===== config.mk =====
export PLATFORM = sky130hd
export DESIGN_NAME = dmxe_emit
export DESIGN_NICKNAME = d
export VERILOG_FILES = /design/src/rtl/core/dmxe_pkg.sv /design/src/rtl/core/dmxe_emit.sv
export SDC_FILE = /design/constraint.sdc
export NUM_CORES = 1
export LEC_CHECK = 0
export BUFFER_PORTS_ARGS = -buffer_cell sky130_fd_sc_hd__buf_4
export CAP_MARGIN = 20
export CORE_ASPECT_RATIO = 1.1
export CORE_UTILIZATION = 50
export DETAILED_ROUTE_END_ITERATION = 7
export GPL_ROUTABILITY_DRIVEN = 0
export PLACE_DENSITY = 0.84
export SLEW_MARGIN = 20
export SYNTH_ARGS = -nofsm -noshare
export SYNTH_HDL_FRONTEND = slang
export SYNTH_SLANG_ARGS = --single-unit

===== constraint.sdc =====
create_clock -name clock -period 3.57 [get_ports clock]
set_input_delay 0.357 -clock clock [delete_from_list [all_inputs] [get_ports clock]]
set_output_delay 0.357 -clock clock [all_outputs]
set_load 0.005 [all_outputs]

===== src/rtl/core/dmxe_pkg.sv =====
// types, codes and constants of the dmx delta to midi encoder
// no dependencies; used by every module of the block but dmxe_ram
package dmxe_pkg;

   localparam int CFG_W     = 13;
   localparam int POS_W     = 16;
   localparam int CNT_W     = 13;
   localparam int BANK_W    = 3;
   localparam int BANK_LSB  = 11;
   localparam int CSR_IDX_W = 1;
   localparam int STEP_W    = 3;

   localparam logic [POS_W-1:0] POS_CAP = 16'hFFFF;

   localparam logic [CFG_W-1:0] BUDGET_RESET = 13'd64;
   localparam logic [CFG_W-1:0] WINDOW_RESET = 13'd16;

   localparam logic [CSR_IDX_W-1:0] CSR_FRAME_BUDGET = 1'b0;
   localparam logic [CSR_IDX_W-1:0] CSR_IDLE_WINDOW  = 1'b1;

   localparam logic [1:0] CMD_LEVEL = 2'd0;
   localparam logic [1:0] CMD_EOF   = 2'd1;
   localparam logic [1:0] CMD_RESET = 2'd2;

   localparam logic [7:0] ST_NOTE_ON  = 8'h90;
   localparam logic [7:0] ST_NOTE_OFF = 8'h80;
   localparam logic [7:0] ST_CC       = 8'hBF;
   localparam logic [6:0] CC_NUMBER   = 7'd127;

   localparam logic [6:0] CODE_BANK_ZERO = 7'd0;
   localparam logic [6:0] CODE_KNOCK_A   = 7'd101;
   localparam logic [6:0] CODE_KNOCK_B   = 7'd120;
   localparam logic [6:0] CODE_KNOCK_C   = 7'd107;
   localparam logic [6:0] CODE_WATCHDOG  = 7'd127;

   localparam logic [STEP_W-1:0] STEP_BANK  = 3'd0;
   localparam logic [STEP_W-1:0] STEP_NOTE  = 3'd1;
   localparam logic [STEP_W-1:0] STEP_KNOCK_LAST = 3'd4;

   typedef struct packed {
      logic [1:0] cmd;
      logic [7:0] channel_value;
   } req_type;

   typedef struct packed {
      logic [7:0] status_byte;
      logic [6:0] data_one;
      logic [6:0] data_two;
      logic       last_of_run;
   } rsp_type;

   typedef enum logic [1:0] {
      KIND_CHAN,
      KIND_WDOG,
      KIND_KNOCK
   } kind_type;

   typedef struct packed {
      kind_type          kind;
      logic              bank_msg;
      logic [BANK_W-1:0] bank;
      logic [7:0]        status;
      logic [6:0]        note;
      logic [6:0]        velocity;
   } burst_type;

   // control code of each message of the reset sequence
   function automatic logic [6:0] knock_code(input logic [STEP_W-1:0] step);
      logic [6:0] code;
      case (step)
         3'd0:    code = CODE_BANK_ZERO;
         3'd1:    code = CODE_KNOCK_A;
         3'd2:    code = CODE_KNOCK_B;
         3'd3:    code = CODE_KNOCK_C;
         default: code = CODE_WATCHDOG;
      endcase
      return code;
   endfunction

endpackage


===== src/rtl/core/dmxe_emit.sv =====
// message sequencer: expands one burst into midi messages, one message per cycle while rsp is not stalled
// depends on dmxe_pkg; fed by dmxe_engine, drives the result channel register
module dmxe_emit (
   input  logic                clock,
   input  logic                reset,
   input  logic                burst_valid,
   input  dmxe_pkg::burst_type burst,
   output logic                burst_ready,
   output logic                rsp_valid,
   input  logic                rsp_stall,
   output dmxe_pkg::rsp_type   rsp_data
);
   import dmxe_pkg::*;

   logic              held_valid_ff, held_valid_in;
   burst_type         held_ff, held_in;
   logic [STEP_W-1:0] step_ff, step_in;
   logic              out_valid_ff, out_valid_in;
   rsp_type           out_ff, out_in;

   logic              out_free;
   logic              emit;
   rsp_type           msg;

   assign out_free    = !out_valid_ff || !rsp_stall;
   assign emit        = held_valid_ff && out_free;
   assign burst_ready = !held_valid_ff || (emit && msg.last_of_run);

   always_comb begin
      msg.status_byte = ST_CC;
      msg.data_one    = CC_NUMBER;
      msg.data_two    = CODE_WATCHDOG;
      msg.last_of_run = 1'b1;
      case (held_ff.kind)
         KIND_CHAN: begin
            if (step_ff == STEP_BANK) begin
               msg.data_two    = {4'd0, held_ff.bank};
               msg.last_of_run = 1'b0;
            end else begin
               msg.status_byte = held_ff.status;
               msg.data_one    = held_ff.note;
               msg.data_two    = held_ff.velocity;
            end
         end
         KIND_KNOCK: begin
            msg.data_two    = knock_code(step_ff);
            msg.last_of_run = step_ff == STEP_KNOCK_LAST;
         end
         default: begin
            msg.data_two = CODE_WATCHDOG;
         end
      endcase
   end

   always_comb begin
      held_valid_in = held_valid_ff;
      held_in       = held_ff;
      step_in       = step_ff;
      out_valid_in  = out_valid_ff;
      out_in        = out_ff;

      if (out_free) begin
         out_valid_in = emit;
         out_in       = msg;
      end

      if (burst_valid && burst_ready) begin
         held_valid_in = 1'b1;
         held_in       = burst;
         step_in       = (burst.kind == KIND_CHAN && !burst.bank_msg) ? STEP_NOTE : STEP_BANK;
      end else if (emit) begin
         if (msg.last_of_run) begin
            held_valid_in = 1'b0;
         end else begin
            step_in = step_ff + 1'b1;
         end
      end
   end

   always_ff @(posedge clock) begin
      if (reset) begin
         held_valid_ff <= 1'b0;
         out_valid_ff  <= 1'b0;
      end else begin
         held_valid_ff <= held_valid_in;
         out_valid_ff  <= out_valid_in;
      end
   end

   always_ff @(posedge clock) begin
      held_ff <= held_in;
      step_ff <= step_in;
      out_ff  <= out_in;
   end

   assign rsp_valid = out_valid_ff;
   assign rsp_data  = out_ff;

endmodule


# ---- Word-level counts from Yosys, hierarchy flattened
# Cells that the tools add are included.
# W data, S select, Z words.
dict set report word_totals {
  register_bits 55
  inputBits 32
  wordCells 50
}
dict set report op_classes {
  add_sub_neg 1
  n_reduce_logical 18
  bitwise 1
  n_eq_ne 6
  muxes 12
}
# operator n
set ops {}
lappend ops {{$pmux W7 S4} 1}
lappend ops {{$pmux W7 S2} 1}
lappend ops {{$mux W3} 3}
lappend ops {{$mux W7} 1}
lappend ops {{$eq A3 B2 Y1 const B} 2}
lappend ops {{$mux W1} 5}
lappend ops {{$logic_and A1 B1 Y1} 4}
lappend ops {{$logic_not A1 Y1} 4}
lappend ops {{$logic_not A2 Y1} 2}
lappend ops {{$reduce_and A2 Y1} 2}
lappend ops {{$reduce_bool A2 Y1} 2}
lappend ops {{$add A3 B1 Y3 const B} 1}
lappend ops {{$eq A3 B1 Y1 const B} 1}
lappend ops {{$eq A3 B3 Y1 const B} 1}
lappend ops {{$logic_not A3 Y1} 1}
lappend ops {{$eq A2 B2 Y1 const B} 1}
lappend ops {{$logic_or A1 B1 Y1} 2}
lappend ops {{$ne A2 B1 Y1 const B} 1}
lappend ops {{$pmux W1 S2} 1}
lappend ops {{$reduce_or A2 Y1} 1}
lappend ops {{$not A1 Y1} 1}

# ---- Longest topological paths before layout
# Gate-level depths: netlist of the first run.
dict set report logic_depth {
  ltp_word 8
  ltp_mapped 7
  mapped_depth_nobuf 6
}

# ---- Least setup slack after synthesis of the first run
# OpenSTA, ideal clock, no wires.
dict set report synth_path {
  path_type {register -> register}
  from {reg step_ff[0]}
  to {reg step_ff[0] (data pin)}
  required_time_ns 3.310
  setup_time_ns 0.260
  setup_slack_ns 1.353
  path_stages_with_launch 7
  arrival_ns 1.957
  path_cell_list {edfxtp_1 > inv_1 > ha_1 > nand2b_2 > a21oi_4 > a21oi_4 > mux2_4}
}
dict set report synth_via {
  elab_chain_len 7
}
# element line
set synth_lines {}
lappend synth_lines {{from (decl)} dmxe_emit.sv:17} ;# logic [STEP_W-1:0] step_ff, step_in;
lappend synth_lines {{from (signal assigned)} dmxe_emit.sv:92} ;# step_ff <= step_in;
lappend synth_lines {{$logic_not A3 Y1} dmxe_emit.sv:36} ;# if (step_ff == STEP_BANK) begin
lappend synth_lines {{$mux W1} dmxe_emit.sv:36}
lappend synth_lines {{$pmux W1 S2} dmxe_emit.sv:34} ;# case (held_ff.kind)
lappend synth_lines {{$logic_and A1 B1 Y1} dmxe_emit.sv:27} ;# assign burst_ready = !held_valid_ff || (emit && msg.last_of_run);
lappend synth_lines {{$logic_or A1 B1 Y1} dmxe_emit.sv:27}
lappend synth_lines {{$logic_and A1 B1 Y1} dmxe_emit.sv:67} ;# if (burst_valid && burst_ready) begin
lappend synth_lines {{$mux W3 *} dmxe_emit.sv:67}
lappend synth_lines {{named net step_in[0]} dmxe_emit.sv:17}
# Mark *: on every way through the listed nets, which the timed path passes. The rest lies on a longest branch. The select of a mux whose other input is x is not followed.
# A chain may end at the register's enable or synchronous reset.

# ---- Worst setup path after layout of the first run
dict set report layout_path {
  from {reg step_ff[0]}
  to {out burst_ready}
}
dict set report layout_via {
  elab_chain_len 5
}
# element line
set layout_lines {}
lappend layout_lines {{$logic_not A3 Y1} dmxe_emit.sv:36}
lappend layout_lines {{$mux W1} dmxe_emit.sv:36}
lappend layout_lines {{$pmux W1 S2 *} dmxe_emit.sv:34}
lappend layout_lines {{$logic_and A1 B1 Y1 *} dmxe_emit.sv:27}
lappend layout_lines {{$logic_or A1 B1 Y1 *} dmxe_emit.sv:27}
lappend layout_lines {{to (decl)} dmxe_emit.sv:8} ;# output logic burst_ready,
# Every way passes the cells marked *; elsewhere a longest branch is shown, timed or not.

==> results.sh, run 1 <==
export IMPL_core_mm2=0.00408
export IMPL_worst_slack_ns=1.30
export IMPL_clockBufferDepth=2
export IMPL_setup_violations=0
export IMPL_final_cells=247
export IMPL_grtUsageTotal=0.164
export IMPL_hpwl_mm=2.62
export IMPL_cts_htree_levels=2
export IMPL_ys_ff_latch=55
export IMPL_critPathLaunch="step_ff[0]$_DFFE_PP_"
export IMPL_drv_slew=0
export IMPL_rsz0062_at_grt="false"
export IMPL_yosysWarningCount=0
export IMPL_path_max_fanout=6
export IMPL_clkPwrFrac=0.265
export IMPL_post_place_ws_ns=1.50
export IMPL_post_place_cells=239
export IMPL_die_w_um=65.0
export IMPL_numPortBuffers=56
export IMPL_syn_inst=135
export IMPL_cts_sinks=55
export IMPL_dieArea_mm2=0.00464
export IMPL_grt_busiest_layer="met2"
export IMPL_p_sw_uw=299
export IMPL_syn_area_mm2=0.00218
export IMPL_die_y_um=71.3
export IMPL_antenna_found_initial=0
export IMPL_use_met2=0.297
export IMPL_drc=0
export IMPL_initial_core_util=0.535
export IMPL_max_freq_ghz=0.440
export IMPL_grt_max_degree=28
export IMPL_critPathArrivalTime_ns=1.92
export IMPL_hp_class="in2reg"
export IMPL_numCtsBuffers=5
export IMPL_r2r_setup_slack_ns=1.49
export IMPL_r2r_cells=6
export IMPL_seqPwrFrac=0.610
export IMPL_combPwrFrac=0.125
export IMPL_powerDensity_mw_per_mm2=471
export IMPL_cts_tree="yes"
export IMPL_skew_ns=0.0134
export IMPL_wl_per_cell_um=14.5
export IMPL_worstMarginPinSlew_ns=0.851
export IMPL_grtUsageMet1=0.179
export IMPL_leakagePower_uw=0.00104
export IMPL_rows=24
export IMPL_ys_seq_area_frac=0.747
export IMPL_wl_mm=3.58
export IMPL_crit_type="reg2out"
export IMPL_intPower_uw=988
export IMPL_n_fill_cell=305
export IMPL_critPathRequiredTime_ns=3.21
export IMPL_syn_nets=172
export IMPL_met3_usage=0.0446
export IMPL_fin_nets=231
export IMPL_drt_iter0_drc=75
export IMPL_vdd_drop_max_mv=0.300
export IMPL_hold_path_cell_count=2
export IMPL_clk_latency_ns=0.31
export IMPL_path_clk_slew_ns=0.09
export IMPL_grt_pass1_vias=1219
export IMPL_first_pass_iters=4
export IMPL_post_cts_buffers=0
export IMPL_crit_end="burst_ready"
export IMPL_utilization=0.669
export IMPL_hold_slack_ns=0.210
export IMPL_synthDistinctLibCells=32
export IMPL_crit_path_end_kind="primary output"
export IMPL_grt_pass1_wl_mm=5.53
export IMPL_pin_count=57
export IMPL_area_growth_pct=25.1
export IMPL_drive_gt1_frac=0.379
export IMPL_worstReg2RegStart="step_ff[0]$_DFFE_PP_"
export IMPL_cp_start_kind="flip-flop"
export IMPL_period_share=0.637
export IMPL_finalHoldViolations=0
export IMPL_overflow=0
export IMPL_cts_root_buf="clkbuf_8"
export IMPL_p_sw_frac=0.232
export IMPL_status="finished clean"
export IMPL_syn_avg_cell_area_um2=16.2
export IMPL_drv_cap=0
export IMPL_cts_hold_buf=0
export IMPL_num_vias=1271
export IMPL_drt_vias_per_instance=5.15
export IMPL_cts_resized=0
export IMPL_relSlewSlack=0.432
export IMPL_final_period_minus_worst_setup_slack_ns=2.27
export IMPL_timing_rr_end="held_ff[4]$_DFFE_PP_"
export IMPL_n_antenna_cell=0
export IMPL_postRouteAntennaNets=0
export IMPL_tns_ns=0
## worst min-delay path by stage
stage                         startpoint                         end
floorplan                          reset  held_valid_ff$_SDFFE_PP0P_
global placement    held_ff[9]$_DFFE_PP_  rsp_data[10]$_SDFFCE_PN1N_
detailed placement  held_ff[8]$_DFFE_PP_   rsp_data[9]$_SDFFCE_PN1N_
CTS                                reset  held_valid_ff$_SDFFE_PP0P_
global route                       reset  held_valid_ff$_SDFFE_PP0P_
finish                             reset  held_valid_ff$_SDFFE_PP0P_
## power by group through the flow
stage	clock network, uW	logic [uW]	registers, uW
2_1_floorplan	0	95.0	791
3_3_place_gp	0	154	797
3_5_place_dp	0	160	801
4_1_cts	349	161	786
5_1_grt	378	174	790
6_report	341	160	786
## final cells by class
type                            instances  area (um2)  share of cell area
Tap cell                               52        65.1              0.0238
Timing Repair Buffer                   57         428               0.157
Inverter                                8        30.0              0.0110
Sequential cell                        55        1630               0.597
Multi-Input combinational cell         67         487               0.178
Clock buffer                            5        68.8              0.0252
Clock inverter                          3        22.5             0.00824
## worst max-delay path, stage by stage (launching register included)
cell and delay, ns:
edfxtp_1 0.43, inv_1 0.16, ha_1 0.33, nand2b_2 0.20
a21oi_4 0.08, o21ai_0 0.26, buf_4 0.16
## logic make-up after synthesis
logic type	share of synthesized area
AO/OA/AOI/OAI	0.0773
multiplexers	0.00687
buffers and inverters	0.0304
AND/OR/NAND/NOR	0.110
adder cells (fa/ha/maj)	0.0286
flip-flops	0.747
## per-layer routing
| metal | up-vias | part of all wire |
|---|---|---|
| li1 | 611 | - |
| met1 | 598 | 0.37 |
| met2 | 55 | 0.55 |
| met3 | 7 | 0.063 |
| met4 | 0 | 0.014 |
| met5 | - | 0 |
## sequential cells by signal, summed over array words and instances (netlist names)
name	flops
held_ff	27
rsp_data	23
step_ff	3
held_valid_ff	1
rsp_valid	1
## synth_stat cells
cell type	count	area, um2
nand2b_4	1	13.8
a31oi_1	2	12.5
inv_1	8	30.0
o21ai_0	3	15.0
nor3_4	1	16.3
nand2_1	4	15.0
clkbuf_1	1	3.75
nor2b_4	1	13.8
and2b_2	1	8.76
buf_6	2	22.5
a21oi_4	2	32.5
ha_1	5	62.6
a22oi_1	1	7.51
a21oi_1	5	25.0
and2_1	2	12.5
o32ai_1	1	8.76
mux2_4	1	15.0
a2111o_1	1	11.3
a2bb2oi_1	1	8.76
nor3_1	1	5.00
a21o_1	2	15.0
o221ai_1	1	8.76
o21bai_1	2	15.0
nor4_1	2	12.5
nor2_1	8	30.0
buf_2	2	10.0
nand3_1	2	10.0
nand2b_2	1	8.76
a21o_2	1	8.76
edfxtp_1	53	1590
dfxtp_1	2	40.0
nand2b_1	15	93.8
## layout by cell type, fill, tap and decap left out, types with 2 or more instances in the layout
cell,instances
a21o_1,2
a21oi_1,5
a21oi_4,2
a31oi_1,2
and2_1,2
buf_4,57
clkbuf_8,5
dfxtp_1,2
edfxtp_1,53
ha_1,5
inv_1,8
nand2_1,4
nand2b_1,15
nand3_1,2
nor2_1,8
nor4_1,2
o21ai_0,3
o21bai_1,2
## through the flow
stage | total power (uW) | instance area, um2
finish | 1290 | 2730
global route | 1340 | 2730
CTS | 1300 | 2730
detailed placement | 961 | 2640
global placement | 951 | 2640
floorplan | 886 | 2180
Power figures use the tool's default switching activity.
==> run 2, diff against run 1 <==
==> constraint.sdc (replaced) <==
create_clock -name clock -period 2.1 [get_ports clock]
set_input_delay 0.21 -clock clock [delete_from_list [all_inputs] [get_ports clock]]
set_output_delay 0.21 -clock clock [all_outputs]
set_load 0.005 [all_outputs]
==> run 2 against run 1 <==
Compared with the run above: via count decreased by 1.2%; clock power increased by 66%; power increased by 69%; wire length decreased by 1.3%; critical path depth unchanged; final area increased by 0.92%; final cell count increased by 0.81%; utilization increased by 0.61 points; critical endpoint unchanged.
==> results.sh, run 2 (synthesized netlist as in run 1, its figures left out) <==
export IMPL_status="finished clean"
export IMPL_clk_latency_ns=0.31
export IMPL_overflow=0
export IMPL_final_common_cell="buf_4"
export IMPL_multiInputGateArea_um2=499
export IMPL_worst_slack_ns=0.154
export IMPL_utilization=0.675
export IMPL_final_period_minus_worst_setup_slack_ns=1.95
export IMPL_numPortBuffers=56
export IMPL_drt_iter0_drc=93
export IMPL_powerDensity_mw_per_mm2=791
export IMPL_postRouteAntennaNets=0
export IMPL_die_w_um=65.0
export IMPL_finalHoldViolations=0
export IMPL_drv_slew=0
export IMPL_post_place_ws_ns=0.284
export IMPL_seqCellArea_mm2=0.00163
export IMPL_rows=24
export IMPL_first_pass_iters=4
export IMPL_grt_pass1_wl_mm=5.89
export IMPL_setup_violations=0
export IMPL_hpwl_mm=2.57
export IMPL_initial_core_util=0.535
export IMPL_cts_tree="yes"
export IMPL_leakagePower_uw=0.00104
export IMPL_cts_hold_buf=0
export IMPL_core_mm2=0.00408
export IMPL_timing_rr_end="step_ff[2]$_SDFFCE_PP0P_"
export IMPL_wl_mm=3.54
export IMPL_worstReg2RegStart="step_ff[0]$_DFFE_PP_"
export IMPL_max_freq_ghz=0.514
export IMPL_layout_common_cells="buf_4 (59), edfxtp_1 (53), nand2b_1 (15)"
export IMPL_wl_per_cell_um=14.2
export IMPL_antenna_found_initial=0
export IMPL_grtUsageTotal=0.173
export IMPL_n_antenna_cell=0
export IMPL_area_growth_pct=26.2
export IMPL_critPathRequiredTime_ns=1.89
export IMPL_grt_max_degree=24
export IMPL_skew_ns=0.00698
export IMPL_drive_gt1_frac=0.391
export IMPL_tns_ns=0
export IMPL_hold_end="rsp_valid$_SDFFE_PP0N_"
export IMPL_dieArea_mm2=0.00464
export IMPL_cts_sinks=55
export IMPL_num_vias=1256
export IMPL_cts_resized=0
export IMPL_post_cts_buffers=0
export IMPL_vdd_drop_max_mv=0.503
export IMPL_r2r_setup_slack_ns=0.28
export IMPL_crit_type="reg2out"
export IMPL_path_max_fanout=6
export IMPL_largest_register_ffs=27
export IMPL_worstMarginPinSlew_ns=0.525
export IMPL_n_fill_cell=305
export IMPL_fin_nets=233
export IMPL_cp_start_kind="flip-flop"
export IMPL_path_clk_slew_ns=0.09
export IMPL_largest_register="held_ff"
export IMPL_cts_root_buf="clkbuf_8"
export IMPL_hp_start="reset"
export IMPL_clockBufferDepth=2
export IMPL_numCtsBuffers=5
export IMPL_rsz0062_at_grt="false"
export IMPL_critPathArrivalTime_ns=1.74
export IMPL_drv_cap=0
export IMPL_drt_vias_per_instance=5.04
export IMPL_hold_slack_ns=0.0626
export IMPL_pin_count=57
export IMPL_relSlewSlack=0.649
export IMPL_die_y_um=71.3
export IMPL_period_share=0.927
export IMPL_hp_class="in2reg"
export IMPL_p_total_uw=2180
export IMPL_crit_path_end_kind="primary output"
export IMPL_cts_htree_levels=2
export IMPL_drc=0
export IMPL_grt_pass1_vias=1259
export IMPL_r2r_cells=6
export IMPL_hold_path_cell_count=2
## run 2: routing by layer
| layer | wire [um] | up-vias | GRT usage |
|---|---|---|---|
| met1 | 1410 | 580 | 0.201 |
| met4 | 63 | 0 | 0.0700 |
| met5 | 0 | - | 0 |
| met2 | 1800 | 56 | 0.301 |
| li1 | - | 611 | - |
| met3 | 265 | 9 | 0.0494 |
## run 2: metrics by stage
step / instance area, um2 / instances
after global placement: 2670 / 241
after floorplan: 2200 / 135
after CTS: 2760 / 249
final: 2760 / 249
after detailed placement: 2670 / 241
after global routing: 2760 / 249
## run 2: where the power goes
| part | total [uW] | switching, uW | leakage [uW] | internal (uW) |
|---|---|---|---|---|
| sequential | 1330 | 38.7 | 0.000512 | 1290 |
| combinational | 282 | 130 | 0.000484 | 152 |
| clock | 565 | 332 | 0.0000418 | 233 |
## run 2: layout make-up
cell class,instances,area share
Timing Repair Buffer,59,0.161
Clock inverter,3,0.00726
Multi-Input combinational cell,67,0.181
Sequential cell,55,0.592
Inverter,8,0.0109
Clock buffer,5,0.0250
Tap cell,52,0.0236
## run 2: worst max-delay path by stage
stage / startpoint / to
after floorplan: step_ff[0]$_DFFE_PP_ / step_ff[0]$_DFFE_PP_
after global placement: step_ff[0]$_DFFE_PP_ / step_ff[2]$_SDFFCE_PP0P_
after detailed placement: step_ff[0]$_DFFE_PP_ / step_ff[1]$_SDFFCE_PP0P_
after CTS: step_ff[0]$_DFFE_PP_ / burst_ready
after global routing: step_ff[0]$_DFFE_PP_ / burst_ready
final: step_ff[0]$_DFFE_PP_ / burst_ready
## run 2: critical path, cell delays in order (launching register included)
cell and delay [ns]:
edfxtp_1 0.41, inv_2 0.09, ha_4 0.19, nand2b_2 0.19, a21oi_4 0.22, o21ai_0 0.15
buf_4 0.17
