===== src/rtl/core/dmxe_pkg.sv =====
// types, codes and constants of the dmx delta to midi encoder
// no dependencies; used by every module of the block but dmxe_ram
package dmxe_pkg;

   localparam int CFG_W     = 13;
   localparam int POS_W     = 16;
   localparam int CNT_W     = 13;
   localparam int BANK_W    = 3;
   localparam int BANK_LSB  = 11;
   localparam int CSR_IDX_W = 1;
   localparam int STEP_W    = 3;

   localparam logic [POS_W-1:0] POS_CAP = 16'hFFFF;

   localparam logic [CFG_W-1:0] BUDGET_RESET = 13'd64;
   localparam logic [CFG_W-1:0] WINDOW_RESET = 13'd16;

   localparam logic [CSR_IDX_W-1:0] CSR_FRAME_BUDGET = 1'b0;
   localparam logic [CSR_IDX_W-1:0] CSR_IDLE_WINDOW  = 1'b1;

   localparam logic [1:0] CMD_LEVEL = 2'd0;
   localparam logic [1:0] CMD_EOF   = 2'd1;
   localparam logic [1:0] CMD_RESET = 2'd2;

   localparam logic [7:0] ST_NOTE_ON  = 8'h90;
   localparam logic [7:0] ST_NOTE_OFF = 8'h80;
   localparam logic [7:0] ST_CC       = 8'hBF;
   localparam logic [6:0] CC_NUMBER   = 7'd127;

   localparam logic [6:0] CODE_BANK_ZERO = 7'd0;
   localparam logic [6:0] CODE_KNOCK_A   = 7'd101;
   localparam logic [6:0] CODE_KNOCK_B   = 7'd120;
   localparam logic [6:0] CODE_KNOCK_C   = 7'd107;
   localparam logic [6:0] CODE_WATCHDOG  = 7'd127;

   localparam logic [STEP_W-1:0] STEP_BANK  = 3'd0;
   localparam logic [STEP_W-1:0] STEP_NOTE  = 3'd1;
   localparam logic [STEP_W-1:0] STEP_KNOCK_LAST = 3'd4;

   typedef struct packed {
      logic [1:0] cmd;
      logic [7:0] channel_value;
   } req_type;

   typedef struct packed {
      logic [7:0] status_byte;
      logic [6:0] data_one;
      logic [6:0] data_two;
      logic       last_of_run;
   } rsp_type;

   typedef enum logic [1:0] {
      KIND_CHAN,
      KIND_WDOG,
      KIND_KNOCK
   } kind_type;

   typedef struct packed {
      kind_type          kind;
      logic              bank_msg;
      logic [BANK_W-1:0] bank;
      logic [7:0]        status;
      logic [6:0]        note;
      logic [6:0]        velocity;
   } burst_type;

   // control code of each message of the reset sequence
   function automatic logic [6:0] knock_code(input logic [STEP_W-1:0] step);
      logic [6:0] code;
      case (step)
         3'd0:    code = CODE_BANK_ZERO;
         3'd1:    code = CODE_KNOCK_A;
         3'd2:    code = CODE_KNOCK_B;
         3'd3:    code = CODE_KNOCK_C;
         default: code = CODE_WATCHDOG;
      endcase
      return code;
   endfunction

endpackage


===== src/rtl/core/dmxe_engine.sv =====
// read-modify-write engine: frame counters, level store access, send decision
// depends on dmxe_pkg; drives the level store ram and hands bursts to dmxe_emit
module dmxe_engine #(
   parameter int NUM_CHANNELS = 4096,
   localparam int IDX_W = (NUM_CHANNELS > 1) ? $clog2(NUM_CHANNELS) : 1
) (
   input  logic                       clock,
   input  logic                       reset,
   input  logic                       req_valid,
   output logic                       req_stall,
   input  dmxe_pkg::req_type          req_data,
   input  logic [dmxe_pkg::CFG_W-1:0] frame_budget,
   input  logic [dmxe_pkg::CFG_W-1:0] idle_window,
   output logic                       ram_wr_en,
   output logic [IDX_W-1:0]           ram_wr_addr,
   output logic [7:0]                 ram_wr_data,
   output logic [IDX_W-1:0]           ram_rd_addr,
   input  logic [7:0]                 ram_rd_data,
   input  logic                       burst_ready,
   output logic                       burst_valid,
   output dmxe_pkg::burst_type        burst
);
   import dmxe_pkg::*;

   localparam logic [POS_W-1:0] NUM_POS  = POS_W'(NUM_CHANNELS);
   localparam logic [IDX_W-1:0] LAST_IDX = IDX_W'(NUM_CHANNELS - 1);

   logic [POS_W-1:0]  fpos_ff, fpos_in;
   logic              p1_valid_ff, p1_valid_in;
   logic [1:0]        p1_cmd_ff, p1_cmd_in;
   logic [7:0]        p1_level_ff, p1_level_in;
   logic [POS_W-1:0]  p1_pos_ff, p1_pos_in;
   logic [CNT_W-1:0]  count_ff, count_in;
   logic              hit_ff, hit_in;
   logic [POS_W-1:0]  wstart_ff, wstart_in;
   logic [POS_W-1:0]  resume_ff, resume_in;
   logic [BANK_W-1:0] bank_ff, bank_in;
   logic              clear_ff, clear_in;
   logic [IDX_W-1:0]  clr_addr_ff, clr_addr_in;
   logic              fwd_valid_ff, fwd_valid_in;
   logic [IDX_W-1:0]  fwd_addr_ff;
   logic [7:0]        fwd_data_ff;

   logic              accept;
   logic              fire;
   logic [7:0]        old_level;
   logic              eligible;
   logic              changed;
   logic [POS_W:0]    wend;
   logic              in_win;
   logic              want;
   logic              over;
   logic              send;
   logic [BANK_W-1:0] bank_new;
   logic              bank_diff;
   logic [1:0]        inc;
   logic [CNT_W:0]    count_sum;
   logic              write_level;

   assign fire      = p1_valid_ff && burst_ready;
   assign req_stall = clear_ff || (p1_valid_ff && (!fire || p1_cmd_ff == CMD_RESET));
   assign accept    = req_valid && !req_stall;

   // store read: new item when one enters, else the held item again
   assign ram_rd_addr = accept ? fpos_ff[IDX_W-1:0] : p1_pos_ff[IDX_W-1:0];

   // a write in the cycle before is not yet in the read data, so it is forwarded
   assign old_level = (fwd_valid_ff && fwd_addr_ff == p1_pos_ff[IDX_W-1:0]) ?
                      fwd_data_ff : ram_rd_data;

   assign eligible  = (p1_pos_ff < NUM_POS) && !hit_ff && (p1_pos_ff >= resume_ff);
   assign changed   = p1_level_ff != old_level;
   assign wend      = {1'b0, wstart_ff} + (POS_W+1)'(idle_window);
   assign in_win    = (p1_pos_ff >= wstart_ff) && ({1'b0, p1_pos_ff} < wend);
   assign want      = eligible && (changed || in_win);
   assign over      = count_ff >= frame_budget;
   assign send      = want && !over;
   assign bank_new  = p1_pos_ff[BANK_LSB+BANK_W-1:BANK_LSB];
   assign bank_diff = bank_new != bank_ff;
   assign inc       = send ? (bank_diff ? 2'd2 : 2'd1) : 2'd0;
   assign count_sum = {1'b0, count_ff} + (CNT_W+1)'(inc);

   assign write_level = fire && p1_cmd_ff == CMD_LEVEL && send;

   assign ram_wr_en   = clear_ff || write_level;
   assign ram_wr_addr = clear_ff ? clr_addr_ff : p1_pos_ff[IDX_W-1:0];
   assign ram_wr_data = clear_ff ? 8'd0 : p1_level_ff;

   always_comb begin
      fpos_in      = fpos_ff;
      p1_valid_in  = p1_valid_ff;
      p1_cmd_in    = p1_cmd_ff;
      p1_level_in  = p1_level_ff;
      p1_pos_in    = p1_pos_ff;
      count_in     = count_ff;
      hit_in       = hit_ff;
      wstart_in    = wstart_ff;
      resume_in    = resume_ff;
      bank_in      = bank_ff;
      clear_in     = clear_ff;
      clr_addr_in  = clr_addr_ff;
      fwd_valid_in = write_level;
      burst_valid  = 1'b0;

      burst.kind     = KIND_CHAN;
      burst.bank_msg = bank_diff;
      burst.bank     = bank_new;
      burst.status   = (p1_pos_ff[BANK_LSB-1] ? ST_NOTE_OFF : ST_NOTE_ON) |
                       {4'd0, p1_pos_ff[BANK_LSB-2:BANK_LSB-5]};
      burst.note     = {p1_pos_ff[5:0], p1_level_ff[7]};
      burst.velocity = p1_level_ff[6:0];

      if (clear_ff) begin
         clr_addr_in = clr_addr_ff + 1'b1;
         if (clr_addr_ff == LAST_IDX) begin
            clear_in = 1'b0;
         end
      end

      if (fire) begin
         p1_valid_in = 1'b0;
         case (p1_cmd_ff)
            CMD_LEVEL: begin
               burst_valid = send;
               if (want && over) begin
                  resume_in = p1_pos_ff;
                  hit_in    = 1'b1;
               end
               if (send) begin
                  bank_in  = bank_new;
                  count_in = count_sum[CNT_W] ? {CNT_W{1'b1}} : count_sum[CNT_W-1:0];
               end
            end
            CMD_EOF: begin
               burst_valid = 1'b1;
               burst.kind  = KIND_WDOG;
               if (!over) begin
                  resume_in = '0;
               end
               wstart_in = (wend > {1'b0, p1_pos_ff}) ? '0 : wend[POS_W-1:0];
               count_in  = '0;
               hit_in    = 1'b0;
            end
            CMD_RESET: begin
               burst_valid = 1'b1;
               burst.kind  = KIND_KNOCK;
               count_in    = '0;
               hit_in      = 1'b0;
               wstart_in   = '0;
               resume_in   = '0;
               bank_in     = '0;
               clear_in    = 1'b1;
               clr_addr_in = '0;
            end
            default: begin
               burst_valid = 1'b0;
            end
         endcase
      end

      if (accept) begin
         p1_valid_in = 1'b1;
         p1_cmd_in   = req_data.cmd;
         p1_level_in = req_data.channel_value;
         p1_pos_in   = fpos_ff;
         case (req_data.cmd)
            CMD_LEVEL: begin
               if (fpos_ff != POS_CAP) begin
                  fpos_in = fpos_ff + 1'b1;
               end
            end
            CMD_EOF, CMD_RESET: begin
               fpos_in = '0;
            end
            default: begin
               fpos_in = fpos_ff;
            end
         endcase
      end
   end

   always_ff @(posedge clock) begin
      if (reset) begin
         fpos_ff      <= '0;
         p1_valid_ff  <= 1'b0;
         count_ff     <= '0;
         hit_ff       <= 1'b0;
         wstart_ff    <= '0;
         resume_ff    <= '0;
         bank_ff      <= '0;
         clear_ff     <= 1'b1;
         clr_addr_ff  <= '0;
         fwd_valid_ff <= 1'b0;
      end else begin
         fpos_ff      <= fpos_in;
         p1_valid_ff  <= p1_valid_in;
         count_ff     <= count_in;
         hit_ff       <= hit_in;
         wstart_ff    <= wstart_in;
         resume_ff    <= resume_in;
         bank_ff      <= bank_in;
         clear_ff     <= clear_in;
         clr_addr_ff  <= clr_addr_in;
         fwd_valid_ff <= fwd_valid_in;
      end
   end

   always_ff @(posedge clock) begin
      p1_cmd_ff   <= p1_cmd_in;
      p1_level_ff <= p1_level_in;
      p1_pos_ff   <= p1_pos_in;
      fwd_addr_ff <= p1_pos_ff[IDX_W-1:0];
      fwd_data_ff <= p1_level_ff;
   end

endmodule


===== config.mk =====
export PLATFORM = sky130hd
export DESIGN_NAME = dmxe_engine
export DESIGN_NICKNAME = d
export VERILOG_FILES = /design/src/rtl/core/dmxe_pkg.sv /design/src/rtl/core/dmxe_engine.sv
export SDC_FILE = /design/constraint.sdc
export NUM_CORES = 1
export LEC_CHECK = 0
export ABC_AREA = 0
export BUFFER_PORTS_ARGS = -buffer_cell sky130_fd_sc_hd__buf_2
export CORE_MARGIN = 5
export CORE_UTILIZATION = 31
export CTS_CLUSTER_DIAMETER = 50
export DETAILED_ROUTE_END_ITERATION = 16
export GPL_TIMING_DRIVEN = 0
export PLACE_DENSITY = 0.48
export SLEW_MARGIN = 20
export SYNTH_ARGS = -nofsm -noshare
export SYNTH_HDL_FRONTEND = slang
export SYNTH_SLANG_ARGS = --single-unit

===== constraint.sdc =====
create_clock -name clock -period 17.3 [get_ports clock]
set_input_delay 3.46 -clock clock [delete_from_list [all_inputs] [get_ports clock]]
set_output_delay 3.46 -clock clock [all_outputs]
set_load 0.01 [all_outputs]

; ---- After elaboration in Yosys (flattened, before gate mapping)
; Index checks and enable logic that the tools add are counted.
[totals]
regBits = 126
out_inout_bits = 63
inputBits = 48
elab_cells = 109
[classes]
bitwise_logic = 1
order_cmp = 6
addsub = 4
muxes = 34
reduce_logical = 36
n_eq_ne = 13
[op_table]
columns = operator, n
row1 = $mux W16, 4
row2 = $pmux W16 S2, 2
row3 = $mux W12, 5
row4 = $pmux W16 S3, 1
row5 = $ge A16 B16 Y1, 2
row6 = $mux W13, 2
row7 = $pmux W13 S2, 1
row8 = $add A16 B13 Y17, 1
row9 = $gt A17 B16 Y1, 1
row10 = $lt A16 B17 Y1, 1
row11 = $add A16 B1 Y16 const B, 1
row12 = $lt A16 B13 Y1 const B, 1
row13 = $mux W8, 2
row14 = $ne A16 B16 Y1 const B, 1
row15 = $add A13 B2 Y14, 1
row16 = $ge A13 B13 Y1, 1
row17 = $add A12 B1 Y12 const B, 1
row18 = $eq A12 B12 Y1, 1
row19 = $eq A12 B12 Y1 const B, 1
row20 = $logic_and A1 B1 Y1, 12
row21 = $reduce_and A3 Y1, 4
row22 = $reduce_bool A2 Y1, 5
row23 = $mux W1, 8
row24 = $ne A8 B8 Y1, 1
row25 = other kinds (19), 34

; ---- Depth between registers and ports, before layout
; Gate-level depths: netlist (run 1).
[depth]
depth_word = 12
ltp_mapped = 29
mapped_depth_nobuf = 28

; ---- Least setup slack after synthesis (run 1)
; Ideal clock, no wire load.
[synth_timing]
path_kind = input port to output port
start = in idle_window[0] in the netlist's numbering
end = out burst_valid
path_slack_ns = 6.406
required_ns = 13.840
arrival_time_ns = 7.434
path_buffers = 2
cell_stages = 22
cell_sequence = ha_1 > inv_1 > fa_1 > nor2b_1 > o31a_1 > o221ai_1 > a211oi_1 > o21a_1 > o21a_1 > o21ai_0 > xnor2_1 > ha_1 > nand2_1 > or4_1 > o221a_1 > a31oi_1 > o31ai_1 > nand4bb_1 > buf_4 > nand4_2 > buf_6 > a21oi_1
[synth_between]
elab_chain_len = 8
[synth_lines]
columns = element, line
row1 = from (decl), dmxe_engine.sv:13  ; input logic [dmxe_pkg::CFG_W-1:0] idle_window,
row2 = $add A16 B13 Y17, dmxe_engine.sv:73  ; assign wend = {1'b0, wstart_ff} + (POS_W+1)'(idle_window);
row3 = $lt A16 B17 Y1, dmxe_engine.sv:74  ; assign in_win = (p1_pos_ff >= wstart_ff) && ({1'b0, p1_pos_ff} < wend);
row4 = $logic_and A1 B1 Y1, dmxe_engine.sv:74
row5 = $logic_or A1 B1 Y1, dmxe_engine.sv:75  ; assign want = eligible && (changed || in_win);
row6 = $logic_and A1 B1 Y1, dmxe_engine.sv:75
row7 = $logic_and A1 B1 Y1, dmxe_engine.sv:77  ; assign send = want && !over;
row8 = $pmux W1 S2, dmxe_engine.sv:122  ; case (p1_cmd_ff)
row9 = $mux W1, dmxe_engine.sv:120  ; if (fire) begin
row10 = to (decl), dmxe_engine.sv:20  ; output logic burst_valid,
; No other way between the ends.

; ---- Final worst setup path (run 1)
; Same ends and word-level chain as after synthesis.

==> results of run 1 <==
## registers in the layout, summed over array words and instances, names as in the netlist, 2 cells and up
register and cells:
fwd_addr_ff 12, fpos_ff 16, fwd_data_ff 8, resume_ff 16, bank_ff 3, p1_pos_ff 16, count_ff 13, p1_level_ff 8
clr_addr_ff 12, wstart_ff 16, p1_cmd_ff 2
## worst paths after layout
| path | cells after the start | slack [ns] | to | from |
|---|---|---|---|---|
| max reg2reg | 29 | 10.09 | count_ff[0]$_SDFFE_PP0P_ | wstart_ff[0]$_SDFFE_PP0P_ |
| min | 0 | 0.40 | fwd_data_ff[7]$_DFF_P_ | p1_level_ff[7]$_DFFE_PP_ |
| min reg2reg | 0 | 0.40 | fwd_data_ff[7]$_DFF_P_ | p1_level_ff[7]$_DFFE_PP_ |
| max | 24 | 5.13 | burst_valid | idle_window[0] |
## power by group
group | total (mW) | switching, mW | internal, mW
combinational | 0.0280 | 0.0161 | 0.0119
clock | 0.366 | 0.149 | 0.217
sequential | 0.300 | 0.000732 | 0.299
## cell families (layout without fill, tap and decap cells)
logic type      after synthesis  count (layout)
xor+xnor                     49              49
buf+inv                     139             279
compound gates              230             230
other cells                   2               3
mux                           9               9
simple gates                282             282
fa+ha+maj                    87              87
flops                       126             126
## metal layers
layer,wire [um],vias to the layer above
li1,-,3554
met1,11200,3329
met2,11760,127
met3,734,20
met4,229,0
met5,0,-
## critical path, delay by kind of cell
kind / cells / cell delay, ns
AND/OR/NAND/NOR: 5 / 1.01
adder cells (fa/ha/maj): 3 / 0.92
XOR/XNOR: 1 / 0.19
buffers and inverters: 5 / 0.71
AO/OA/AOI/OAI: 10 / 2.40
## final cells by class
| type | instances | share of cell area [%] |
|---|---|---|
| tap | 330 | 4.327 |
| clock buffer | 17 | 4.458 |
| multi-input combinational | 660 | 47.91 |
| sequential | 126 | 29.16 |
| clock inverter | 15 | 1.862 |
| buffer | 47 | 2.754 |
| inverter | 92 | 3.619 |
| timing repair buffer | 108 | 5.901 |
## cells in the final DEF, fill, tap and decap left out, types with 5 or more instances in the layout
cell type,n
nand2b_1,9
o31ai_1,8
a211oi_1,6
nand3_1,20
nand4_1,33
a21o_1,9
o221a_2,5
inv_1,91
nor2_1,70
o211ai_1,7
o21a_1,10
buf_4,18
or3_1,13
a31oi_1,9
inv_6,5
dfxtp_1,100
mux2i_1,7
nor3b_1,5
buf_2,109
nor2b_1,16
xor2_1,18
nor3_1,9
edfxtp_1,26
xnor2_1,31
nand2_1,67
and4_1,5
ha_1,85
a22oi_1,13
o21ai_0,71
clkbuf_1,21
and3_1,12
a21oi_1,60
clkbuf_16,17
==> flow_metrics.env, run 1 <==
export IMPL_status="finished clean"
export IMPL_crit_chain="buf_2, ha_1, inv_1, fa_1, nor2b_1, o31a_1, o221ai_1, a211oi_1, o21a_1, o21a_1, o21ai_0, xnor2_1, ha_1, nand2_1, or4_1, o21ai_0, a31oi_1, o31ai_1, nand4bb_1, buf_4, nand4_2, buf_6, a21oi_1, buf_2"
export IMPL_synthArstFlopShare_pct=0
export IMPL_synth_xor_area_share_pct=5.402
export IMPL_htreeDepth=4
export IMPL_synth_simple_gate_area_share_pct=18.24
export IMPL_slowest_delay_ns=0.69
export IMPL_routed_via_density=5.039
export IMPL_place_ws_ns=5.127
export IMPL_yosysTopAreaCellShare_pct=25.20
export IMPL_muxShareOfSynthArea_pct=1.165
export IMPL_ctsHoldBuffers=0
export IMPL_synth_area_leader_cell="dfxtp_1"
export IMPL_crit_path_start_kind="primary input"
export IMPL_core_area_mm2=0.02518
export IMPL_synth_warnings=0
export IMPL_synth_avg_cell_area_um2=8.599
export IMPL_finalInstanceArea_mm2=0.009542
export IMPL_n_fill_cell=2608
export IMPL_cts_root_buffer="clkbuf_16"
export IMPL_regArea_mm2=0.002783
export IMPL_synth_area_leaders="dfxtp_1 (25%), ha_1 (13%), edfxtp_1 (9.8%)"
export IMPL_fin_setup_tns_ns=0
export IMPL_stdcell_count=1395
export IMPL_routabilityCongestion=0.7852
export IMPL_avgRoutedWirePerCell_um=17.15
export IMPL_crit_required_ns=13.84
export IMPL_setup_violations=0
export IMPL_numCtsBuffers=17
export IMPL_antenna_left=0
export IMPL_first_iter_violations=420
export IMPL_netlist_area_mm2=0.007945
export IMPL_period_share_pct=70.35
export IMPL_synthCells=924
export IMPL_cts_tree="yes"
export IMPL_place_inst=1363
export IMPL_met1_usage_pct=21.74
export IMPL_grt_setup_unrepaired="false"
export IMPL_cp_slowest_cell="o31ai_1"
export IMPL_globalRouteOverflowTotal=0
export IMPL_first_pass_iters=5
export IMPL_crit_type="primary input to output pin"
export IMPL_synth_top_family_by_area="compound AO/OA/AOI/OAI gates"
export IMPL_clockBufferDepth=2
export IMPL_dieArea_mm2=0.02893
export IMPL_report_final_slew_viol_count=0
export IMPL_power_density_mw_per_mm2=72.76
export IMPL_synth_seq_area_share_pct=35.02
export IMPL_top_usage_layer="met2"
export IMPL_grtUsageMet2_pct=28.87
export IMPL_cp_max_fo=10
export IMPL_initial_core_util_pct=31.55
export IMPL_cap_violations=0
export IMPL_crit_path_end_kind="output pin"
export IMPL_leakage_nw=3.891
export IMPL_rows=58
export IMPL_p_total_mw=0.6943
export IMPL_dpl_hpwl_mm=18.46
export IMPL_hp_class="flip-flop to flip-flop"
export IMPL_dpl_cell_area_mm2=0.008926
export IMPL_vdd_ir_drop_max_mv=0.04752
export IMPL_grt_max_degree=19
export IMPL_synth_enable_flop_cells=26
export IMPL_ys_types=69
export IMPL_drive_above_1_share_pct=16.81
export IMPL_holdWs_ns=0.3994
export IMPL_tightestPinTransition_ns=0.7401
export IMPL_grtUsageMet3_pct=2.741
export IMPL_period_needed_ns=12.17
export IMPL_multiInputGateArea_mm2=0.004572
export IMPL_synthTopCellsByCount="dfxtp_1 (100), inv_1 (91), ha_1 (85)"
export IMPL_num_vias=7030
export IMPL_clock_fmax_mhz=82.17
export IMPL_synth_most_common_cell="dfxtp_1"
export IMPL_die_w_um=170.1
export IMPL_grtUsageTotal_pct=16.61
export IMPL_ys_ff_latch=126
export IMPL_post_cts_buffers=0
export IMPL_drc=0
export IMPL_crit_arrival_ns=8.71
export IMPL_cts_reportedPaths_clkPinSlew_ns=0.06
export IMPL_diodes=0
export IMPL_antenna_found_initial=0
export IMPL_clkLatencyLatePin_ns=0.43
export IMPL_cts_resized=0
export IMPL_finalHoldViolCount=0
export IMPL_post_route_util_pct=37.89
export IMPL_synthFlopType="dfxtp_1"
export IMPL_io_pin_count=111
export IMPL_setup_ws_ns=5.129
export IMPL_nets=1187
export IMPL_fin_worst_skew_ns=0.01576
export IMPL_syn_to_final_growth_pct=20.09
export IMPL_synth_compound_area_share_pct=18.55
export IMPL_wirelength_mm=23.93
export IMPL_io_buffer_count=107
export IMPL_clock_sinks=126
export IMPL_relSlewSlack_pct=50.24
export IMPL_die_h_um=170.1
export IMPL_synth_adder_area_share_pct=13.89
export IMPL_grt_pass1_vias=6918
export IMPL_grt_pass1_wl_mm=37.72
(Power assumes the default switching activity.)
==> inputs of run 2 (changes only) <==
--- a/config.mk
+++ b/config.mk
@@ -5,14 +5,14 @@
 export SDC_FILE = /design/constraint.sdc
 export NUM_CORES = 1
 export LEC_CHECK = 0
-export ABC_AREA = 0
+export ABC_AREA = 1
 export BUFFER_PORTS_ARGS = -buffer_cell sky130_fd_sc_hd__buf_2
 export CORE_MARGIN = 5
 export CORE_UTILIZATION = 31
 export CTS_CLUSTER_DIAMETER = 50
 export DETAILED_ROUTE_END_ITERATION = 16
 export GPL_TIMING_DRIVEN = 0
-export PLACE_DENSITY = 0.48
+export PLACE_DENSITY = 0.5
 export SLEW_MARGIN = 20
 export SYNTH_ARGS = -nofsm -noshare
 export SYNTH_HDL_FRONTEND = slang
==> constraint.sdc (replaced) <==
create_clock -name clock -period 9.8 [get_ports clock]
set_input_delay 1.96 -clock clock [delete_from_list [all_inputs] [get_ports clock]]
set_output_delay 1.96 -clock clock [all_outputs]
set_load 0.01 [all_outputs]
==> flow_metrics.env, run 2 <==
export IMPL_yosysTopAreaCellShare_pct=23.45
export IMPL_first_iter_violations=514
export IMPL_synthCells=1228
export IMPL_htreeDepth=4
export IMPL_n_fill_cell=2867
export IMPL_multiInputGateArea_mm2=0.004697
export IMPL_status="finished clean"
export IMPL_drc=0
export IMPL_routabilityCongestion=0.8294
export IMPL_ys_types=46
export IMPL_setup_violations=0
export IMPL_synth_avg_cell_area_um2=6.951
export IMPL_synth_area_leaders="dfxtp_1 (23%), ha_1 (12%), nand2_1 (12%)"
export IMPL_internal_power_mw=0.9811
export IMPL_seqPwrFrac_pct=41.3
export IMPL_globalRouteOverflowTotal=0
export IMPL_cts_resized=0
export IMPL_syn_to_final_growth_pct=18.73
export IMPL_crit_type="primary input to output pin"
export IMPL_synthTopCellsByCount="nand2_1 (283), inv_1 (188), nor2_1 (118)"
export IMPL_wirelength_mm=25.98
export IMPL_netlist_area_mm2=0.008536
export IMPL_num_vias=8087
export IMPL_crit_path_start_kind="primary input"
export IMPL_nets=1490
export IMPL_final_cell_mix="nand2_1 (283), inv_1 (188), nor2_1 (118)"
export IMPL_synth_enable_flop_cells=26
export IMPL_power_frac_comb_pct=4.4
export IMPL_clockBufferDepth=2
export IMPL_vdd_ir_drop_max_mv=0.08850
export IMPL_synthFlopType="dfxtp_1"
export IMPL_rows=60
export IMPL_period_needed_ns=7.653
export IMPL_cpLargestDelayFamily="simple AND/OR/NAND/NOR gates"
export IMPL_fin_worst_skew_ns=0.01225
export IMPL_clock_fmax_mhz=130.7
export IMPL_relSlewSlack_pct=48.71
export IMPL_power_switching_mw=0.3005
export IMPL_drive_above_1_share_pct=14.84
export IMPL_avgRoutedWirePerCell_um=15.20
export IMPL_hp_class="flip-flop to flip-flop"
export IMPL_antenna_found_initial=0
export IMPL_crit_arrival_ns=5.69
export IMPL_initial_core_util_pct=31.58
export IMPL_grt_pass1_wl_mm=41.15
export IMPL_cap_violations=0
export IMPL_clkLatencyLatePin_ns=0.43
export IMPL_holdWs_ns=0.4280
export IMPL_die_w_um=175.9
export IMPL_switching_share_pct=23.44
export IMPL_synth_area_leader_cell="dfxtp_1"
export IMPL_synth_warnings=0
export IMPL_clock_power_share_pct=54.3
export IMPL_period_share_pct=78.09
export IMPL_slowest_delay_ns=0.39
export IMPL_crit_path_end_kind="output pin"
export IMPL_die_h_um=175.9
export IMPL_antenna_left=0
export IMPL_cp_slowest_cell="fa_1"
export IMPL_core_area_mm2=0.02703
export IMPL_synthArstFlopShare_pct=0
export IMPL_clock_sinks=126
export IMPL_routed_via_density=4.732
export IMPL_finalHoldViolCount=0
export IMPL_mostFrequentLayoutCell="nand2_1"
export IMPL_synth_seq_area_share_pct=32.60
export IMPL_ctsHoldBuffers=0
export IMPL_cp_max_fo=5
export IMPL_grt_max_degree=33
export IMPL_fin_setup_tns_ns=0
export IMPL_tightestPinTransition_ns=0.7643
export IMPL_r2r_slack_ns=4.10
export IMPL_grtUsageTotal_pct=16.78
export IMPL_grt_setup_unrepaired="false"
export IMPL_post_cts_buffers=0
export IMPL_diodes=0
export IMPL_cts_tree="yes"
export IMPL_report_final_slew_viol_count=0
export IMPL_ys_ff_latch=126
export IMPL_io_buffer_count=107
export IMPL_first_pass_iters=5
export IMPL_crit_chain="buf_2, ha_1, inv_1, fa_1, nand3b_1, nand2_1, nand2_1, nand2_1, a31oi_1, xnor2_1, ha_1, a21oi_1, o21bai_1, a21oi_1, nor2_1, nor2_1, nand3_1, nand3_1, nand2_2, nand3_2, nand3b_1, a21oi_1, buf_2"
export IMPL_synth_most_common_cell="nand2_1"
export IMPL_crit_required_ns=7.84
export IMPL_leakage_nw=4.884
export IMPL_numCtsBuffers=17
export IMPL_path_buf_inv=3
export IMPL_regArea_mm2=0.002783
export IMPL_cts_reportedPaths_clkPinSlew_ns=0.06
export IMPL_post_route_util_pct=37.50
export IMPL_cts_root_buffer="clkbuf_16"
export IMPL_grt_pass1_vias=7697
export IMPL_io_pin_count=111
export IMPL_dpl_hpwl_mm=19.87
export IMPL_power_density_mw_per_mm2=126.5
export IMPL_dieArea_mm2=0.03095
[run 2: cell types whose count changed in the layout (fill, tap and decap cells not counted), sizes merged, moves of 13 or more]
cell   delta
inv     +120
xnor2    -24
nand2   +222
a22oi    -13
nor2b    -16
or3      -13
a21oi    +20
nand3    +65
nor2     +53
[run 2: layout make-up]
cell class | count | share of cell area, %
sequential | 126 | 27.46
buffer | 43 | 2.531
tap | 341 | 4.210
clock buffer | 17 | 4.198
inverter | 214 | 7.926
timing repair buffer | 107 | 5.284
multi-input combinational | 846 | 46.35
clock inverter | 15 | 2.049
[run 2: path summary, 6_finish.rpt]
kind,to,depth (start not counted),startpoint
worst max-delay path,burst_valid,23,idle_window[0]
worst min-delay path,fwd_data_ff[2]$_DFF_P_,0,p1_level_ff[2]$_DFFE_PP_
worst max register to register,count_ff[2]$_SDFFE_PP0P_,32,wstart_ff[0]$_SDFFE_PP0P_
worst min register to register,fwd_data_ff[2]$_DFF_P_,0,p1_level_ff[2]$_DFFE_PP_
[run 2: cells by family (layout without fill, tap and decap cells)]
family                   Yosys count  count (layout)  share of synthesized area (%)
AO/OA/AOI/OAI                    164             164                          10.41
XOR/XNOR                          25              25                          2.565
adder cells (fa/ha/maj)           87              87                          12.93
buffers and inverters            257             396                          12.42
flip-flops                       126             126                          32.60
other                              2               3                        0.08798
AND/OR/NAND/NOR                  567             567                          28.99
[run 2: through the flow]
stage          power, mW  cells  instance area, um2  setup WS [ns]
6_report           1.282   1709               10130          2.147
5_1_grt            1.323   1709               10130          1.773
4_1_cts            1.292   1709               10130          2.040
3_5_place_dp      0.5972   1677                9502          2.056
3_3_place_gp      0.5966   1677                9502          2.087
2_1_floorplan     0.5746   1229                8539          3.121
[run 2: power groups by stage]
| stage | Clock (mW) | Combinational [mW] | Sequential [mW] |
|---|---|---|---|
| floorplan | 0 | 0.0338 | 0.541 |
| global placement | 0 | 0.0555 | 0.541 |
| detailed placement | 0 | 0.0561 | 0.541 |
| CTS | 0.706 | 0.0564 | 0.530 |
| global route | 0.731 | 0.0630 | 0.530 |
| finish | 0.696 | 0.0558 | 0.530 |
[run 2: layer usage]
metal / vias to the layer above / GRT usage [%] / routed length (um)
li1: 4220 / - / -
met1: 3727 / 22.47 / 12490
met2: 127 / 28.48 / 12470
met3: 13 / 3.062 / 859
met4: 0 / 3.444 / 155
met5: - / 0 / 0
==> inputs of run 3 (changes only) <==
--- a/config.mk
+++ b/config.mk
@@ -5,7 +5,7 @@
 export SDC_FILE = /design/constraint.sdc
 export NUM_CORES = 1
 export LEC_CHECK = 0
-export ABC_AREA = 1
+export ABC_AREA = 0
 export BUFFER_PORTS_ARGS = -buffer_cell sky130_fd_sc_hd__buf_2
 export CORE_MARGIN = 5
 export CORE_UTILIZATION = 31
==> constraint.sdc (replaced) <==
create_clock -name clock -period 6.3 [get_ports clock]
set_input_delay 1.26 -clock clock [delete_from_list [all_inputs] [get_ports clock]]
set_output_delay 1.26 -clock clock [all_outputs]
set_load 0.01 [all_outputs]
==> flow_metrics.env, run 3 (same netlist as run 1, synthesis figures left out) <==
export IMPL_routabilityCongestion=0.7865
export IMPL_crit_arrival_ns=5.41
export IMPL_setup_violations=11
export IMPL_crit_required_ns=5.04
export IMPL_io_pin_count=111
export IMPL_clockBufferDepth=2
export IMPL_grt_setup_unrepaired="true"
export IMPL_drive_above_1_share_pct=23.35
export IMPL_antenna_left=0
export IMPL_grt_max_degree=26
export IMPL_setup_ws_ns=-0.3718
export IMPL_cpLargestDelayFamily="compound AO/OA/AOI/OAI gates"
export IMPL_cp_slowest_cell="or4_4"
export IMPL_die_w_um=170.1
export IMPL_relSlewSlack_pct=25.42
export IMPL_cts_reportedPaths_clkPinSlew_ns=0.06
export IMPL_avgRoutedWirePerCell_um=17.11
export IMPL_crit_cells=23
export IMPL_path_buf_inv=4
export IMPL_fin_setup_tns_ns=-1.315
export IMPL_finalHoldViolCount=0
export IMPL_numCtsBuffers=17
export IMPL_period_share_pct=105.9
export IMPL_clock_fmax_mhz=149.9
export IMPL_stdcell_count=1418
export IMPL_cp_max_fo=4
export IMPL_clkLatencyLatePin_ns=0.42
export IMPL_drc=0
export IMPL_core_area_mm2=0.02518
export IMPL_rows=58
export IMPL_dpl_cell_area_mm2=0.008981
export IMPL_diodes=0
export IMPL_die_h_um=170.1
export IMPL_hp_class="flip-flop to flip-flop"
export IMPL_dieArea_mm2=0.02893
export IMPL_grtUsageTotal_pct=16.63
export IMPL_routed_via_density=4.989
export IMPL_num_vias=7075
export IMPL_vdd_ir_drop_max_mv=0.1514
export IMPL_leakage_nw=4.019
export IMPL_syn_to_final_growth_pct=26.76
export IMPL_crit_chain="buf_8, ha_4, inv_2, fa_2, nor2b_2, o31a_1, o221ai_4, a211oi_2, o21a_1, o21a_1, o21ai_2, xnor2_2, ha_1, nand2_2, or4_4, o221a_4, a31oi_4, o31ai_4, nand4bb_1, buf_6, nand4_4, a21oi_4, buf_6"
export IMPL_io_buffer_count=107
export IMPL_first_pass_iters=5
export IMPL_power_density_mw_per_mm2=187.2
export IMPL_nets=1210
export IMPL_slowest_delay_ns=0.50
export IMPL_grt_pass1_vias=6883
export IMPL_report_final_slew_viol_count=0
export IMPL_violations="setup timing"
export IMPL_place_inst=1363
export IMPL_cts_root_buffer="clkbuf_16"
export IMPL_first_iter_violations=319
export IMPL_finalInstanceArea_mm2=0.01007
export IMPL_antenna_found_initial=0
export IMPL_status="finished, violations left"
export IMPL_crit_type="primary input to output pin"
export IMPL_reg2regPathDepth=30
export IMPL_htreeDepth=4
export IMPL_wirelength_mm=24.27
export IMPL_post_route_util_pct=39.99
export IMPL_cts_tree="yes"
export IMPL_hold_path_cell_count=0
export IMPL_clock_sinks=126
export IMPL_cap_violations=0
export IMPL_final_cell_mix="buf_2 (107), dfxtp_1 (100), inv_1 (87)"
export IMPL_globalRouteOverflowTotal=0
export IMPL_initial_core_util_pct=31.55
export IMPL_crit_path_start_kind="primary input"
export IMPL_crit_path_end_kind="output pin"
export IMPL_fin_worst_skew_ns=0.01051
export IMPL_tightestPinTransition_ns=1.116
export IMPL_grt_pass1_wl_mm=37.99
export IMPL_dpl_hpwl_mm=18.16
export IMPL_period_needed_ns=6.672
export IMPL_mostFrequentLayoutCell="buf_2"
run 3: cell count changes in the layout (fill, tap and decap cells not counted), moves of 10 or more:
cell and change:
inv_1 -101, a22oi_1 +13, buf_4 +17, a21oi_1 -25
o21a_1 +10, nor3_1 -11, or3_1 +13, nor2_1 -53
nand3_1 -65, inv_2 -20, nand2_1 -222, nor2b_1 +15
xnor2_1 +23
run 3: cell type report:
| type | instances | area, um2 |
|---|---|---|
| fill | 2576 | 15110 |
| multi-input combinational | 660 | 4900 |
| sequential | 126 | 2783 |
| timing repair buffer | 132 | 785.8 |
| clock buffer | 19 | 475.5 |
| tap | 330 | 412.9 |
| inverter | 92 | 345.3 |
| buffer | 46 | 255.2 |
| clock inverter | 13 | 113.9 |
run 3: worst paths after layout:
kind                             start                   endpoint  slack (ns)
max                     idle_window[0]                burst_valid       -0.37
min           p1_level_ff[7]$_DFFE_PP_     fwd_data_ff[7]$_DFF_P_        0.40
max reg2reg  wstart_ff[0]$_SDFFE_PP0P_  count_ff[11]$_SDFFE_PP0P_        0.35
min reg2reg   p1_level_ff[7]$_DFFE_PP_     fwd_data_ff[7]$_DFF_P_        0.40
run 3: metal layers:
metal	up-vias	GRT usage [%]	routed length [um]
li1	3609	-	-
met1	3301	22.10	11400
met2	138	28.04	11790
met3	27	2.462	725
met4	0	4.931	344
met5	-	0	0
run 3: worst reg2reg max path, delay by kind of cell, from the launching register on:
family	cells	cell delay (ns)
AOI/OAI and AO/OA	12	1.90
and+or+nand+nor	8	1.87
DFF	1	0.41
xor gates and xnor gates	1	0.16
buffers and inverters	5	0.47
adders and majority gates	4	1.09
run 3: repair_timing:
action | in CTS | in global routing
endpoints found under the hold margin | 0 | 0
setup endpoints to repair | 23 | 26
hold buffers | 0 | 0
gates resized for setup | 32 | 45
pin swaps | 19 | 34
buffers inserted | 14 | 11
run 3: power breakdown:
group	internal [mW]	switching (mW)	leakage, nW
sequential	0.822	0.00206	1.05
clock	0.564	0.416	0.290
combinational	0.0341	0.0457	2.68
total	1.42	0.464	4.02
run 3: stage by stage:
stage,hold slack [ns],worst slack [ns],total power [mW]
floorplan,0.4082,0.01757,0.8864
global placement,0.3771,-1.406,0.9195
detailed placement,0.3812,-1.442,0.9199
CTS,0.3991,-0.5648,1.908
global route,0.4169,-0.5532,1.952
finish,0.3956,-0.3718,1.885
